**src/hdl/iep_pkg.sv**
```systemverilog
`timescale 1ns / 1ps
// ----------------------------------------------------------------------------
// iep_pkg: shared types and constants of the absolute pointer block
// Event codes, the command passed from the decoder to the executor through
// the command queue, the report layout and the reset values of the state.
// ----------------------------------------------------------------------------
package iep_pkg;

  // Event classes and codes
  localparam logic [15:0] TypeSync   = 16'h0000;
  localparam logic [15:0] TypeKey    = 16'h0001;
  localparam logic [15:0] TypeAbs    = 16'h0003;
  localparam logic [15:0] CodeReport = 16'h0001;
  localparam logic [15:0] AxisX      = 16'h0000;
  localparam logic [15:0] AxisY      = 16'h0001;
  localparam logic [15:0] KeyLeft    = 16'h0110;
  localparam logic [15:0] KeyRight   = 16'h0111;
  localparam logic [15:0] KeyMiddle  = 16'h0112;

  // Button mask bits
  localparam logic [2:0] BtnLeft   = 3'b001;
  localparam logic [2:0] BtnRight  = 3'b010;
  localparam logic [2:0] BtnMiddle = 3'b100;

  // Configuration register indexes
  localparam logic [2:0] RegXMin   = 3'd0;
  localparam logic [2:0] RegXMax   = 3'd1;
  localparam logic [2:0] RegYMin   = 3'd2;
  localparam logic [2:0] RegYMax   = 3'd3;
  localparam logic [2:0] RegXLimit = 3'd4;
  localparam logic [2:0] RegYLimit = 3'd5;

  // Reset values
  localparam logic [31:0] AxisMinReset = 32'd0;
  localparam logic [31:0] AxisMaxReset = 32'd32767;
  localparam logic [15:0] XLimitReset  = 16'd1919;
  localparam logic [15:0] YLimitReset  = 16'd1079;
  localparam logic [15:0] PosXReset    = 16'd960;
  localparam logic [15:0] PosYReset    = 16'd540;

  // Divisor used when an axis range is empty
  localparam logic [31:0] FallbackSpan = 32'd32767;

  // Divider geometry: 48-bit dividend, 32-bit divisor, one bit per cycle
  localparam int NumWidth  = 48;
  localparam int DenWidth  = 32;
  localparam int DivSteps  = NumWidth;
  localparam int CntWidth  = $clog2(DivSteps);

  // Command queue
  localparam int QueueDepth = 4;
  localparam int PtrWidth   = $clog2(QueueDepth);
  localparam int CountWidth = $clog2(QueueDepth + 1);

  // Decoded command kinds
  typedef enum logic [1:0] {
    OP_SET_X,
    OP_SET_Y,
    OP_KEY,
    OP_REPORT
  } op_t;

  typedef struct packed {
    op_t         op;
    logic [2:0]  key_mask;
    logic [31:0] value;
  } cmd_t;

  // Queue handshake toward the executor
  typedef struct packed {
    logic empty;
    cmd_t head;
  } queue_status_t;

  // One pointer report
  typedef struct packed {
    logic [2:0]  button_mask;
    logic [15:0] pointer_y;
    logic [15:0] pointer_x;
  } report_t;

  // Executor states
  typedef enum logic [2:0] {
    BK_IDLE,
    BK_PREP,
    BK_MUL,
    BK_START,
    BK_DIV,
    BK_EMIT
  } back_state_t;

endpackage

```
**src/hdl/iep_front.sv**
```systemverilog
`timescale 1ns / 1ps
// ----------------------------------------------------------------------------
// iep_front: event decoder
// Accepts input events, drops the ones that do nothing and pushes a decoded
// command for every axis, button or report event into the command queue.
// ----------------------------------------------------------------------------
module iep_front (
  input  logic          in_tvalid,
  output logic          in_tready,
  input  logic [15:0]   event_type,
  input  logic [15:0]   event_code,
  input  logic [31:0]   event_value,
  input  logic          queue_full,
  output logic          push,
  output iep_pkg::cmd_t cmd
);

  logic keep;

  // Accept whenever the queue has room
  assign in_tready = ~queue_full;

  // Classify the event
  always_comb begin
    keep         = 1'b0;
    cmd.op       = iep_pkg::OP_KEY;
    cmd.key_mask = 3'b000;
    cmd.value    = event_value;
    case (event_type)
      iep_pkg::TypeAbs: begin
        if (event_code == iep_pkg::AxisX) begin
          keep   = 1'b1;
          cmd.op = iep_pkg::OP_SET_X;
        end else if (event_code == iep_pkg::AxisY) begin
          keep   = 1'b1;
          cmd.op = iep_pkg::OP_SET_Y;
        end
      end
      iep_pkg::TypeKey: begin
        cmd.op = iep_pkg::OP_KEY;
        case (event_code)
          iep_pkg::KeyLeft: begin
            keep         = 1'b1;
            cmd.key_mask = iep_pkg::BtnLeft;
          end
          iep_pkg::KeyRight: begin
            keep         = 1'b1;
            cmd.key_mask = iep_pkg::BtnRight;
          end
          iep_pkg::KeyMiddle: begin
            keep         = 1'b1;
            cmd.key_mask = iep_pkg::BtnMiddle;
          end
          default: keep = 1'b0;
        endcase
      end
      iep_pkg::TypeSync: begin
        if (event_code == iep_pkg::CodeReport) begin
          keep   = 1'b1;
          cmd.op = iep_pkg::OP_REPORT;
        end
      end
      default: keep = 1'b0;
    endcase
  end

  assign push = in_tvalid & in_tready & keep;

endmodule

```
**src/hdl/iep_queue.sv**
```systemverilog
`timescale 1ns / 1ps
// ----------------------------------------------------------------------------
// iep_queue: command queue
// Short first-word-fall-through queue between the decoder and the executor.
// ----------------------------------------------------------------------------
module iep_queue (
  input  logic                   clk,
  input  logic                   rst_n,
  input  logic                   push,
  input  iep_pkg::cmd_t          push_cmd,
  input  logic                   pop,
  output logic                   full,
  output iep_pkg::queue_status_t status
);

  iep_pkg::cmd_t                        mem_r [iep_pkg::QueueDepth];
  logic [iep_pkg::PtrWidth-1:0]         wr_ptr_r, wr_ptr_nxt;
  logic [iep_pkg::PtrWidth-1:0]         rd_ptr_r, rd_ptr_nxt;
  logic [iep_pkg::CountWidth-1:0]       count_r, count_nxt;
  logic                                 do_push, do_pop;

  assign full         = (count_r == iep_pkg::CountWidth'(iep_pkg::QueueDepth));
  assign status.empty = (count_r == '0);
  assign status.head  = mem_r[rd_ptr_r];

  assign do_push = push & ~full;
  assign do_pop  = pop & ~status.empty;

  // Advance pointers and occupancy
  always_comb begin
    wr_ptr_nxt = do_push ? wr_ptr_r + 1'b1 : wr_ptr_r;
    rd_ptr_nxt = do_pop  ? rd_ptr_r + 1'b1 : rd_ptr_r;
    count_nxt  = count_r;
    if (do_push && !do_pop) begin
      count_nxt = count_r + 1'b1;
    end else if (!do_push && do_pop) begin
      count_nxt = count_r - 1'b1;
    end
  end

  always_ff @(posedge clk) begin
    if (!rst_n) begin
      wr_ptr_r <= '0;
      rd_ptr_r <= '0;
      count_r  <= '0;
    end else begin
      wr_ptr_r <= wr_ptr_nxt;
      rd_ptr_r <= rd_ptr_nxt;
      count_r  <= count_nxt;
    end
  end

  // Store entries
  always_ff @(posedge clk) begin
    if (do_push) begin
      mem_r[wr_ptr_r] <= push_cmd;
    end
  end

endmodule

```
**src/hdl/iep_div.sv**
```systemverilog
`timescale 1ns / 1ps
// ----------------------------------------------------------------------------
// iep_div: serial unsigned divider
// Restoring division of a 48-bit dividend by a 32-bit divisor, one quotient
// bit per cycle. done pulses for one cycle when the quotient is ready.
// ----------------------------------------------------------------------------
module iep_div (
  input  logic                          clk,
  input  logic                          rst_n,
  input  logic                          start,
  input  logic [iep_pkg::NumWidth-1:0]  numer,
  input  logic [iep_pkg::DenWidth-1:0]  denom,
  output logic                          done,
  output logic [iep_pkg::NumWidth-1:0]  quotient
);

  logic                          busy_r, busy_nxt;
  logic                          done_r, done_nxt;
  logic [iep_pkg::CntWidth-1:0]  cnt_r, cnt_nxt;
  logic [iep_pkg::NumWidth-1:0]  work_r, work_nxt;
  logic [iep_pkg::DenWidth-1:0]  rem_r, rem_nxt;
  logic [iep_pkg::DenWidth-1:0]  den_r, den_nxt;
  logic [iep_pkg::DenWidth:0]    trial;
  logic [iep_pkg::DenWidth:0]    diff;
  logic                          fits;

  // One restoring step
  assign trial = {rem_r, work_r[iep_pkg::NumWidth-1]};
  assign diff  = trial - {1'b0, den_r};
  assign fits  = (trial >= {1'b0, den_r});

  always_comb begin
    busy_nxt = busy_r;
    done_nxt = 1'b0;
    cnt_nxt  = cnt_r;
    work_nxt = work_r;
    rem_nxt  = rem_r;
    den_nxt  = den_r;
    if (start) begin
      busy_nxt = 1'b1;
      cnt_nxt  = '0;
      work_nxt = numer;
      rem_nxt  = '0;
      den_nxt  = denom;
    end else if (busy_r) begin
      work_nxt = {work_r[iep_pkg::NumWidth-2:0], fits};
      rem_nxt  = fits ? diff[iep_pkg::DenWidth-1:0] : trial[iep_pkg::DenWidth-1:0];
      cnt_nxt  = cnt_r + 1'b1;
      if (cnt_r == iep_pkg::CntWidth'(iep_pkg::DivSteps - 1)) begin
        busy_nxt = 1'b0;
        done_nxt = 1'b1;
      end
    end
  end

  always_ff @(posedge clk) begin
    if (!rst_n) begin
      busy_r <= 1'b0;
      done_r <= 1'b0;
      cnt_r  <= '0;
    end else begin
      busy_r <= busy_nxt;
      done_r <= done_nxt;
      cnt_r  <= cnt_nxt;
    end
  end

  always_ff @(posedge clk) begin
    work_r <= work_nxt;
    rem_r  <= rem_nxt;
    den_r  <= den_nxt;
  end

  assign done     = done_r;
  assign quotient = work_r;

endmodule

```
**src/hdl/iep_back.sv**
```systemverilog
`timescale 1ns / 1ps
// ----------------------------------------------------------------------------
// iep_back: command executor
// Holds the configuration and pointer state, carries out queued commands,
// rescales pending axes through the serial divider and drives the report
// output register.
// ----------------------------------------------------------------------------
module iep_back (
  input  logic                   clk,
  input  logic                   rst_n,
  input  logic                   cfg_wr_en,
  input  logic [2:0]             cfg_index,
  input  logic [31:0]            cfg_data,
  input  iep_pkg::queue_status_t status,
  output logic                   pop,
  output logic                   out_tvalid,
  input  logic                   out_tready,
  output iep_pkg::report_t       report
);

  // Configuration
  logic signed [31:0] x_min_r, x_max_r, y_min_r, y_max_r;
  logic [15:0]        x_lim_r, y_lim_r;

  // Pointer state
  logic [31:0] raw_x_r, raw_x_nxt;
  logic [31:0] raw_y_r, raw_y_nxt;
  logic        x_pend_r, x_pend_nxt;
  logic        y_pend_r, y_pend_nxt;
  logic [15:0] pos_x_r, pos_x_nxt;
  logic [15:0] pos_y_r, pos_y_nxt;
  logic [2:0]  btn_r, btn_nxt;

  // Rescale datapath
  iep_pkg::back_state_t state_r, state_nxt;
  logic        axis_y_r, axis_y_nxt;
  logic        neg_r, neg_nxt;
  logic [31:0] mag_r, mag_nxt;
  logic [31:0] den_r, den_nxt;
  logic [47:0] prod_r, prod_nxt;

  // Output register
  logic             out_valid_r, out_valid_nxt;
  iep_pkg::report_t report_r, report_nxt;

  // Axis selection
  logic signed [31:0] sel_raw, sel_lo, sel_hi;
  logic [15:0]        sel_lim;
  logic               range_empty;
  logic signed [32:0] diff_full;
  logic signed [32:0] span_full;
  logic [15:0]        scaled;

  logic        div_start;
  logic        div_done;
  logic [47:0] div_quo;

  // Write configuration registers
  always_ff @(posedge clk) begin
    if (!rst_n) begin
      x_min_r <= iep_pkg::AxisMinReset;
      x_max_r <= iep_pkg::AxisMaxReset;
      y_min_r <= iep_pkg::AxisMinReset;
      y_max_r <= iep_pkg::AxisMaxReset;
      x_lim_r <= iep_pkg::XLimitReset;
      y_lim_r <= iep_pkg::YLimitReset;
    end else if (cfg_wr_en) begin
      case (cfg_index)
        iep_pkg::RegXMin:   x_min_r <= cfg_data;
        iep_pkg::RegXMax:   x_max_r <= cfg_data;
        iep_pkg::RegYMin:   y_min_r <= cfg_data;
        iep_pkg::RegYMax:   y_max_r <= cfg_data;
        iep_pkg::RegXLimit: x_lim_r <= cfg_data[15:0];
        iep_pkg::RegYLimit: y_lim_r <= cfg_data[15:0];
        default: ;
      endcase
    end
  end

  // Select the axis being rescaled
  always_comb begin
    sel_raw     = axis_y_r ? raw_y_r : raw_x_r;
    sel_lo      = axis_y_r ? y_min_r : x_min_r;
    sel_hi      = axis_y_r ? y_max_r : x_max_r;
    sel_lim     = axis_y_r ? y_lim_r : x_lim_r;
    range_empty = (sel_hi <= sel_lo);
    span_full   = {sel_hi[31], sel_hi} - {sel_lo[31], sel_lo};
    if (range_empty) begin
      diff_full = {sel_raw[31], sel_raw};
    end else begin
      diff_full = {sel_raw[31], sel_raw} - {sel_lo[31], sel_lo};
    end
  end

  // Clamp the quotient to 0..limit
  always_comb begin
    if (neg_r) begin
      scaled = 16'd0;
    end else if (div_quo > {32'd0, sel_lim}) begin
      scaled = sel_lim;
    end else begin
      scaled = div_quo[15:0];
    end
  end

  // Sequencer
  always_comb begin
    state_nxt     = state_r;
    axis_y_nxt    = axis_y_r;
    neg_nxt       = neg_r;
    mag_nxt       = mag_r;
    den_nxt       = den_r;
    prod_nxt      = prod_r;
    raw_x_nxt     = raw_x_r;
    raw_y_nxt     = raw_y_r;
    x_pend_nxt    = x_pend_r;
    y_pend_nxt    = y_pend_r;
    pos_x_nxt     = pos_x_r;
    pos_y_nxt     = pos_y_r;
    btn_nxt       = btn_r;
    report_nxt    = report_r;
    out_valid_nxt = out_valid_r & ~out_tready;
    pop           = 1'b0;
    div_start     = 1'b0;

    case (state_r)
      iep_pkg::BK_IDLE: begin
        if (!status.empty) begin
          pop = 1'b1;
          case (status.head.op)
            iep_pkg::OP_SET_X: begin
              raw_x_nxt  = status.head.value;
              x_pend_nxt = 1'b1;
            end
            iep_pkg::OP_SET_Y: begin
              raw_y_nxt  = status.head.value;
              y_pend_nxt = 1'b1;
            end
            iep_pkg::OP_KEY: begin
              btn_nxt = (btn_r & ~status.head.key_mask)
                      | ((status.head.value != '0) ? status.head.key_mask : 3'b000);
            end
            iep_pkg::OP_REPORT: begin
              if (x_pend_r) begin
                axis_y_nxt = 1'b0;
                state_nxt  = iep_pkg::BK_PREP;
              end else if (y_pend_r) begin
                axis_y_nxt = 1'b1;
                state_nxt  = iep_pkg::BK_PREP;
              end else begin
                state_nxt = iep_pkg::BK_EMIT;
              end
            end
            default: ;
          endcase
        end
      end
      // Offset the raw value by the axis minimum unless the range is empty, and pick the divisor
      iep_pkg::BK_PREP: begin
        neg_nxt   = diff_full[32];
        mag_nxt   = diff_full[31:0];
        den_nxt   = range_empty ? iep_pkg::FallbackSpan : span_full[31:0];
        state_nxt = iep_pkg::BK_MUL;
      end
      // Scale by the screen limit
      iep_pkg::BK_MUL: begin
        prod_nxt  = mag_r * sel_lim;
        state_nxt = iep_pkg::BK_START;
      end
      iep_pkg::BK_START: begin
        div_start = 1'b1;
        state_nxt = iep_pkg::BK_DIV;
      end
      // Wait for the quotient, then move to the other axis or report
      iep_pkg::BK_DIV: begin
        if (div_done) begin
          if (axis_y_r) begin
            pos_y_nxt = scaled;
            state_nxt = iep_pkg::BK_EMIT;
          end else begin
            pos_x_nxt = scaled;
            if (y_pend_r) begin
              axis_y_nxt = 1'b1;
              state_nxt  = iep_pkg::BK_PREP;
            end else begin
              state_nxt = iep_pkg::BK_EMIT;
            end
          end
        end
      end
      // Load the output register once it is free
      iep_pkg::BK_EMIT: begin
        if (!out_valid_r || out_tready) begin
          out_valid_nxt          = 1'b1;
          report_nxt.pointer_x   = pos_x_r;
          report_nxt.pointer_y   = pos_y_r;
          report_nxt.button_mask = btn_r;
          x_pend_nxt             = 1'b0;
          y_pend_nxt             = 1'b0;
          state_nxt              = iep_pkg::BK_IDLE;
        end
      end
      default: state_nxt = iep_pkg::BK_IDLE;
    endcase
  end

  always_ff @(posedge clk) begin
    if (!rst_n) begin
      state_r     <= iep_pkg::BK_IDLE;
      axis_y_r    <= 1'b0;
      raw_x_r     <= '0;
      raw_y_r     <= '0;
      x_pend_r    <= 1'b0;
      y_pend_r    <= 1'b0;
      pos_x_r     <= iep_pkg::PosXReset;
      pos_y_r     <= iep_pkg::PosYReset;
      btn_r       <= '0;
      out_valid_r <= 1'b0;
    end else begin
      state_r     <= state_nxt;
      axis_y_r    <= axis_y_nxt;
      raw_x_r     <= raw_x_nxt;
      raw_y_r     <= raw_y_nxt;
      x_pend_r    <= x_pend_nxt;
      y_pend_r    <= y_pend_nxt;
      pos_x_r     <= pos_x_nxt;
      pos_y_r     <= pos_y_nxt;
      btn_r       <= btn_nxt;
      out_valid_r <= out_valid_nxt;
    end
  end

  // Datapath registers
  always_ff @(posedge clk) begin
    neg_r    <= neg_nxt;
    mag_r    <= mag_nxt;
    den_r    <= den_nxt;
    prod_r   <= prod_nxt;
    report_r <= report_nxt;
  end

  iep_div u_div (
    .clk      (clk),
    .rst_n    (rst_n),
    .start    (div_start),
    .numer    (prod_r),
    .denom    (den_r),
    .done     (div_done),
    .quotient (div_quo)
  );

  assign out_tvalid = out_valid_r;
  assign report     = report_r;

endmodule

```
**src/hdl/input_event_to_absolute_pointer.sv**
```systemverilog
`timescale 1ns / 1ps
// ----------------------------------------------------------------------------
// input_event_to_absolute_pointer: absolute pointer from input events
// Turns a stream of input events into scaled pointer reports.
// ----------------------------------------------------------------------------
// Usage:
//   in_*  : one input event per transaction. Absolute X/Y events latch a raw
//           value, left/right/middle key events update the button mask, a
//           sync report event produces one transaction on out_*. Other
//           events are dropped.
//   out_* : one pointer report per sync report event.
//   cfg_* : axis ranges and screen limits; write only while the block idles.
// Timing: the decoder accepts an event per cycle while the four-entry
//   command queue has room. The executor carries out an axis or key event
//   straight from idle. A report rescales each pending axis in turn, X first,
//   through the serial divider shared by both axes, then emits.
// Reset: rst_n low clears the queue and the output, sets the position to
//   960,540, buttons to zero and registers to their defaults.
// Stall: a report waits in the output register while out_tready is low;
//   events still queue until the command queue fills, then in_tready drops.
// ----------------------------------------------------------------------------
module input_event_to_absolute_pointer (
  input  logic        clk,
  input  logic        rst_n,
  // event_type, event_code, event_value
  input  logic        in_tvalid,
  output logic        in_tready,
  input  logic [63:0] in_tdata,
  // pointer_x, pointer_y, button_mask, zero fill
  output logic        out_tvalid,
  input  logic        out_tready,
  output logic [39:0] out_tdata,
  input  logic        cfg_wr_en,
  input  logic [2:0]  cfg_index,
  input  logic [31:0] cfg_data
);

  logic                   push;
  logic                   pop;
  logic                   queue_full;
  iep_pkg::cmd_t          cmd;
  iep_pkg::queue_status_t status;
  iep_pkg::report_t       report;

  iep_front u_front (
    .in_tvalid   (in_tvalid),
    .in_tready   (in_tready),
    .event_type  (in_tdata[15:0]),
    .event_code  (in_tdata[31:16]),
    .event_value (in_tdata[63:32]),
    .queue_full  (queue_full),
    .push        (push),
    .cmd         (cmd)
  );

  iep_queue u_queue (
    .clk      (clk),
    .rst_n    (rst_n),
    .push     (push),
    .push_cmd (cmd),
    .pop      (pop),
    .full     (queue_full),
    .status   (status)
  );

  iep_back u_back (
    .clk        (clk),
    .rst_n      (rst_n),
    .cfg_wr_en  (cfg_wr_en),
    .cfg_index  (cfg_index),
    .cfg_data   (cfg_data),
    .status     (status),
    .pop        (pop),
    .out_tvalid (out_tvalid),
    .out_tready (out_tready),
    .report     (report)
  );

  // Pack the report, lowest field first
  assign out_tdata = {5'b00000, report.button_mask, report.pointer_y, report.pointer_x};

endmodule

```
**config.mk**
```make
export PLATFORM = sky130hd
export DESIGN_NAME = input_event_to_absolute_pointer
export DESIGN_NICKNAME = d
export VERILOG_FILES = /design/src/hdl/iep_pkg.sv /design/src/hdl/iep_front.sv /design/src/hdl/iep_queue.sv /design/src/hdl/iep_div.sv /design/src/hdl/iep_back.sv /design/src/hdl/input_event_to_absolute_pointer.sv
export SDC_FILE = /design/constraint.sdc
export NUM_CORES = 2
export LEC_CHECK = 0
export BUFFER_PORTS_ARGS = -buffer_cell sky130_fd_sc_hd__buf_2
export CAP_MARGIN = 20
export CORE_ASPECT_RATIO = 1.25
export CORE_MARGIN = 2
export CORE_UTILIZATION = 55
export DETAILED_ROUTE_END_ITERATION = 10
export PLACE_DENSITY = 0.78
export SETUP_SLACK_MARGIN = 0.3
export SYNTH_ARGS = -nofsm -noshare
export SYNTH_HDL_FRONTEND = slang
export SYNTH_SLANG_ARGS = --single-unit
```
**constraint.sdc**
```tcl
create_clock -name clk -period 22.3 [get_ports clk]
set_input_delay 1.115 -clock clk [delete_from_list [all_inputs] [get_ports clk]]
set_output_delay 1.115 -clock clk [all_outputs]
set_load 0.02 [all_outputs]
```
==> results.json <==
{
  "outcome": "complete, no violations",
  "clk_latency_ns": 0.64,
  "utilization": 0.5978,
  "vias": 34840,
  "grt_overflow": 0,
  "netlist_area_um2": 48010,
  "ys_ff_latch": 691,
  "synth.area.mux_share": 0.05074,
  "relSlewSlack": 0.2801,
  "period_needed_ns": 8.550,
  "timing.final.ws_setup_ns": 13.75,
  "layout_worst_path_cycle_share": 0.3834,
  "finalHoldViolCount": 0,
  "multi_input_area_um2": 27540,
  "setup_viol": 0,
  "cts.sinks": 691,
  "synth_fa_ha_area_frac": 0.2380,
  "synth_common_cells": "nand2_1 (1071), inv_1 (520), fa_1 (422)",
  "synthCells": 4864,
  "stdcell_count": 6093,
  "dieArea_um2": 89690,
  "ant_nets": 0,
  "p_leak_nw": 22.21,
  "yosys-top-cells-area": "edfxtp_1 (24%), fa_1 (18%), dfxtp_1 (13%)",
  "cts_made_buffers": 71,
  "power_density_nw_per_um2": 86.37,
  "wl_per_cell_um": 19.61,
  "worstPathRequired_ns": 22.68,
  "dpl_worst_slack_ns": 13.92,
  "fmax_ghz": 0.1170,
  "crit_fanout": 52,
  "cts_setup_buffers": 0,
  "clockBufferDepth": 3,
  "skew_ns": 0.04036,
  "grt_max_degree": 149,
  "start_kind": "register",
  "synthMostInstantiatedCell": "nand2_1",
  "grt_pass1_wl_mm": 190.8,
  "portBuffers": 140,
  "die_w_um": 268.3,
  "ir_worst_vdd_mv": 0.07635,
  "synth_edf_count": 376,
  "final_net_count": 5629,
  "cts-root-buf": "clkbuf_16",
  "rows": 121,
  "rsz0062_at_grt": "no",
  "ys_types": 86,
  "dp_hpwl_mm": 84.05,
  "cts_max_level": 3,
  "cpMostUsedCell": "fa_1",
  "critical-path-slowest-cell": "mux2_2",
  "synth_top_area_share": 0.2352,
  "synthToLayoutAreaGrowth_pct": 8.006,
  "synth-simple-area-share": 0.1590,
  "regArea_um2": 17600,
  "tightest_slew_ns": 1.080,
  "drive_gt1_frac": 0.09226,
  "synth_compound_area_frac": 0.09989,
  "whs_ns": 0.4141,
  "synth_flop_cell": "edfxtp_1",
  "antenna_found_initial": 9,
  "yosysTopAreaCell": "edfxtp_1",
  "routed_wl_mm": 119.5,
  "clk_pin_slew_ns": 0.06,
  "hp-class": "reg -> reg",
  "postCtsHoldBufs": 0,
  "synth_top_family_by_area": "adder cells",
  "route.detailed.drc": 0,
  "postPlaceCellArea_um2": 49440,
  "initial_core_util": 0.5535,
  "ys_warn_count": 0,
  "end_kind": "register",
  "critPathArrivalTime_ns": 8.93,
  "gp_congestion": 0.9142,
  "synth_xor_area_frac": 0.02408,
  "seq_area_frac_synth": 0.3665,
  "grt_pass1_vias": 35520,
  "cap_violations": 0,
  "vias_per_cell": 5.718,
  "core_area_um2": 86750,
  "finalInstanceArea_um2": 51860,
  "drtIter0Drc": 2822,
  "dp_cells": 5959,
  "slew_viol_final": 0,
  "min_path_cells": 0,
  "cts_tree": "yes",
  "nFillCells": 6975,
  "async_flop_share": 0,
  "tns_ns": 0,
  "ctsResizeCount": 0,
  "io_pins": 146,
  "critPathKind": "reg -> reg",
  "critPathMaxStageDelay_ns": 0.95,
  "crit_chain": "buf_4 -> mux2_2 -> nand2_1 -> fa_1 -> inv_1 -> fa_1 -> fa_1 -> fa_1 -> fa_1 -> inv_1 -> fa_1 -> inv_1 -> ha_1 -> nand2_1 -> nor2_1 -> nand2_1 -> o31ai_1 -> a21oi_1 -> inv_1 -> a21oi_1 -> o31a_1 -> o21ai_0 -> xor2_1",
  "dr.pass1.iters": 6,
  "rr_worst_depth": 23,
  "dieHeight_um": 334.3,
  "p_total_mw": 4.479,
  "globalRouteTotalUtil": 0.2706,
  "synth_area_per_cell_um2": 9.871
}
final timing paths:
check                                startpoint                              end  slack [ns]
setup / recovery   u_back.axis_y_r$_SDFFE_PN0P_      u_back.prod_r[43]$_DFFE_PP_       13.75
hold reg to reg   u_back.den_r[5]$_SDFFCE_PP1P_  u_back.u_div.den_r[5]$_DFFE_PP_        0.41
hold / removal    u_back.den_r[5]$_SDFFCE_PP1P_  u_back.u_div.den_r[5]$_DFFE_PP_        0.41
setup reg to reg   u_back.axis_y_r$_SDFFE_PN0P_      u_back.prod_r[43]$_DFFE_PP_       13.75
area by class of cell:
type | instances | share of cell area
multi-input combinational | 3416 | 0.5310
sequential | 691 | 0.3395
clock buffer | 104 | 0.04124
inverter | 520 | 0.03766
tap | 1168 | 0.02818
timing repair buffer | 165 | 0.01749
clock inverter | 25 | 0.004729
antenna | 4 | 0.0001930
routing by layer:
layer,up-vias,global-route usage,share of wire
met5,-,0,0.00045
met4,8,0.1166,0.044
met3,309,0.05338,0.079
met2,1385,0.4599,0.49
met1,17090,0.3343,0.39
li1,16040,-,-
cells by family after synthesis:
logic type / count (synthesis)
adder cells (fa/ha/maj): 660
buffers and inverters: 761
XOR/XNOR: 132
other: 1
AO/OA/AOI/OAI: 715
AND/OR/NAND/NOR: 1717
flip-flops: 691
multiplexers: 187
worst max-delay path, delay by kind of cell, from the launching register on:
family                     cells  cell delay (ns)
adders and majority gates      7             3.42
xor gates and xnor gates       1             0.09
muxes                          1             0.95
DFF                            1             0.45
and+or+nand+nor                4             0.70
buffers and inverters          5             0.97
AOI/OAI and AO/OA              5             1.66
power by group:
group          internal (mW)  total (mW)  switching [mW]
combinational          0.731        1.78            1.05
sequential              1.46        1.49          0.0277
clock                  0.705        1.21           0.507
sequential cells by signal, summed over array words and instances, names as in the netlist, 16 cells and up, named ones only:
name and count:
u_back.y_min_r 32, u_back.x_max_r 32, u_back.prod_r 48, u_back.u_div.rem_r 32, u_back.y_lim_r 16, u_queue.mem_r 148
u_back.pos_y_r 16, u_back.report 35, u_back.x_lim_r 16, u_back.raw_x_r 32, u_back.y_max_r 32, u_back.pos_x_r 16
u_back.den_r 32, u_back.u_div.den_r 32, u_back.raw_y_r 32, u_back.u_div.quotient 48, u_back.mag_r 32, u_back.x_min_r 32
layout by cell type (no fill, tap or decap), drive strengths merged, types with 6 or more instances in the layout:
cell | netlist | final
a2111oi | 7 | 7
a211oi | 24 | 24
a21boi | 191 | 191
a21o | 74 | 74
a21oi | 157 | 157
a31oi | 15 | 15
and2 | 234 | 234
and3 | 19 | 19
buf | 29 | 165
clkbuf | 210 | 104
clkinv | 0 | 17
dfxtp | 315 | 315
edfxtp | 376 | 376
fa | 422 | 422
ha | 238 | 238
inv | 520 | 525
mux2 | 81 | 81
mux2i | 69 | 69
mux4 | 37 | 37
nand2 | 1071 | 1071
nand2b | 30 | 30
nand3 | 82 | 82
nand4 | 37 | 37
nor2 | 139 | 139
nor2b | 24 | 24
nor3 | 17 | 17
nor3b | 7 | 7
nor4 | 31 | 31
o211ai | 11 | 11
o21a | 11 | 11
o21ai | 143 | 143
o21bai | 18 | 18
o311ai | 11 | 11
o31ai | 12 | 12
or2 | 6 | 6
or3 | 7 | 7
xnor2 | 82 | 82
xor2 | 50 | 50
Power figures use the tool's default switching activity.
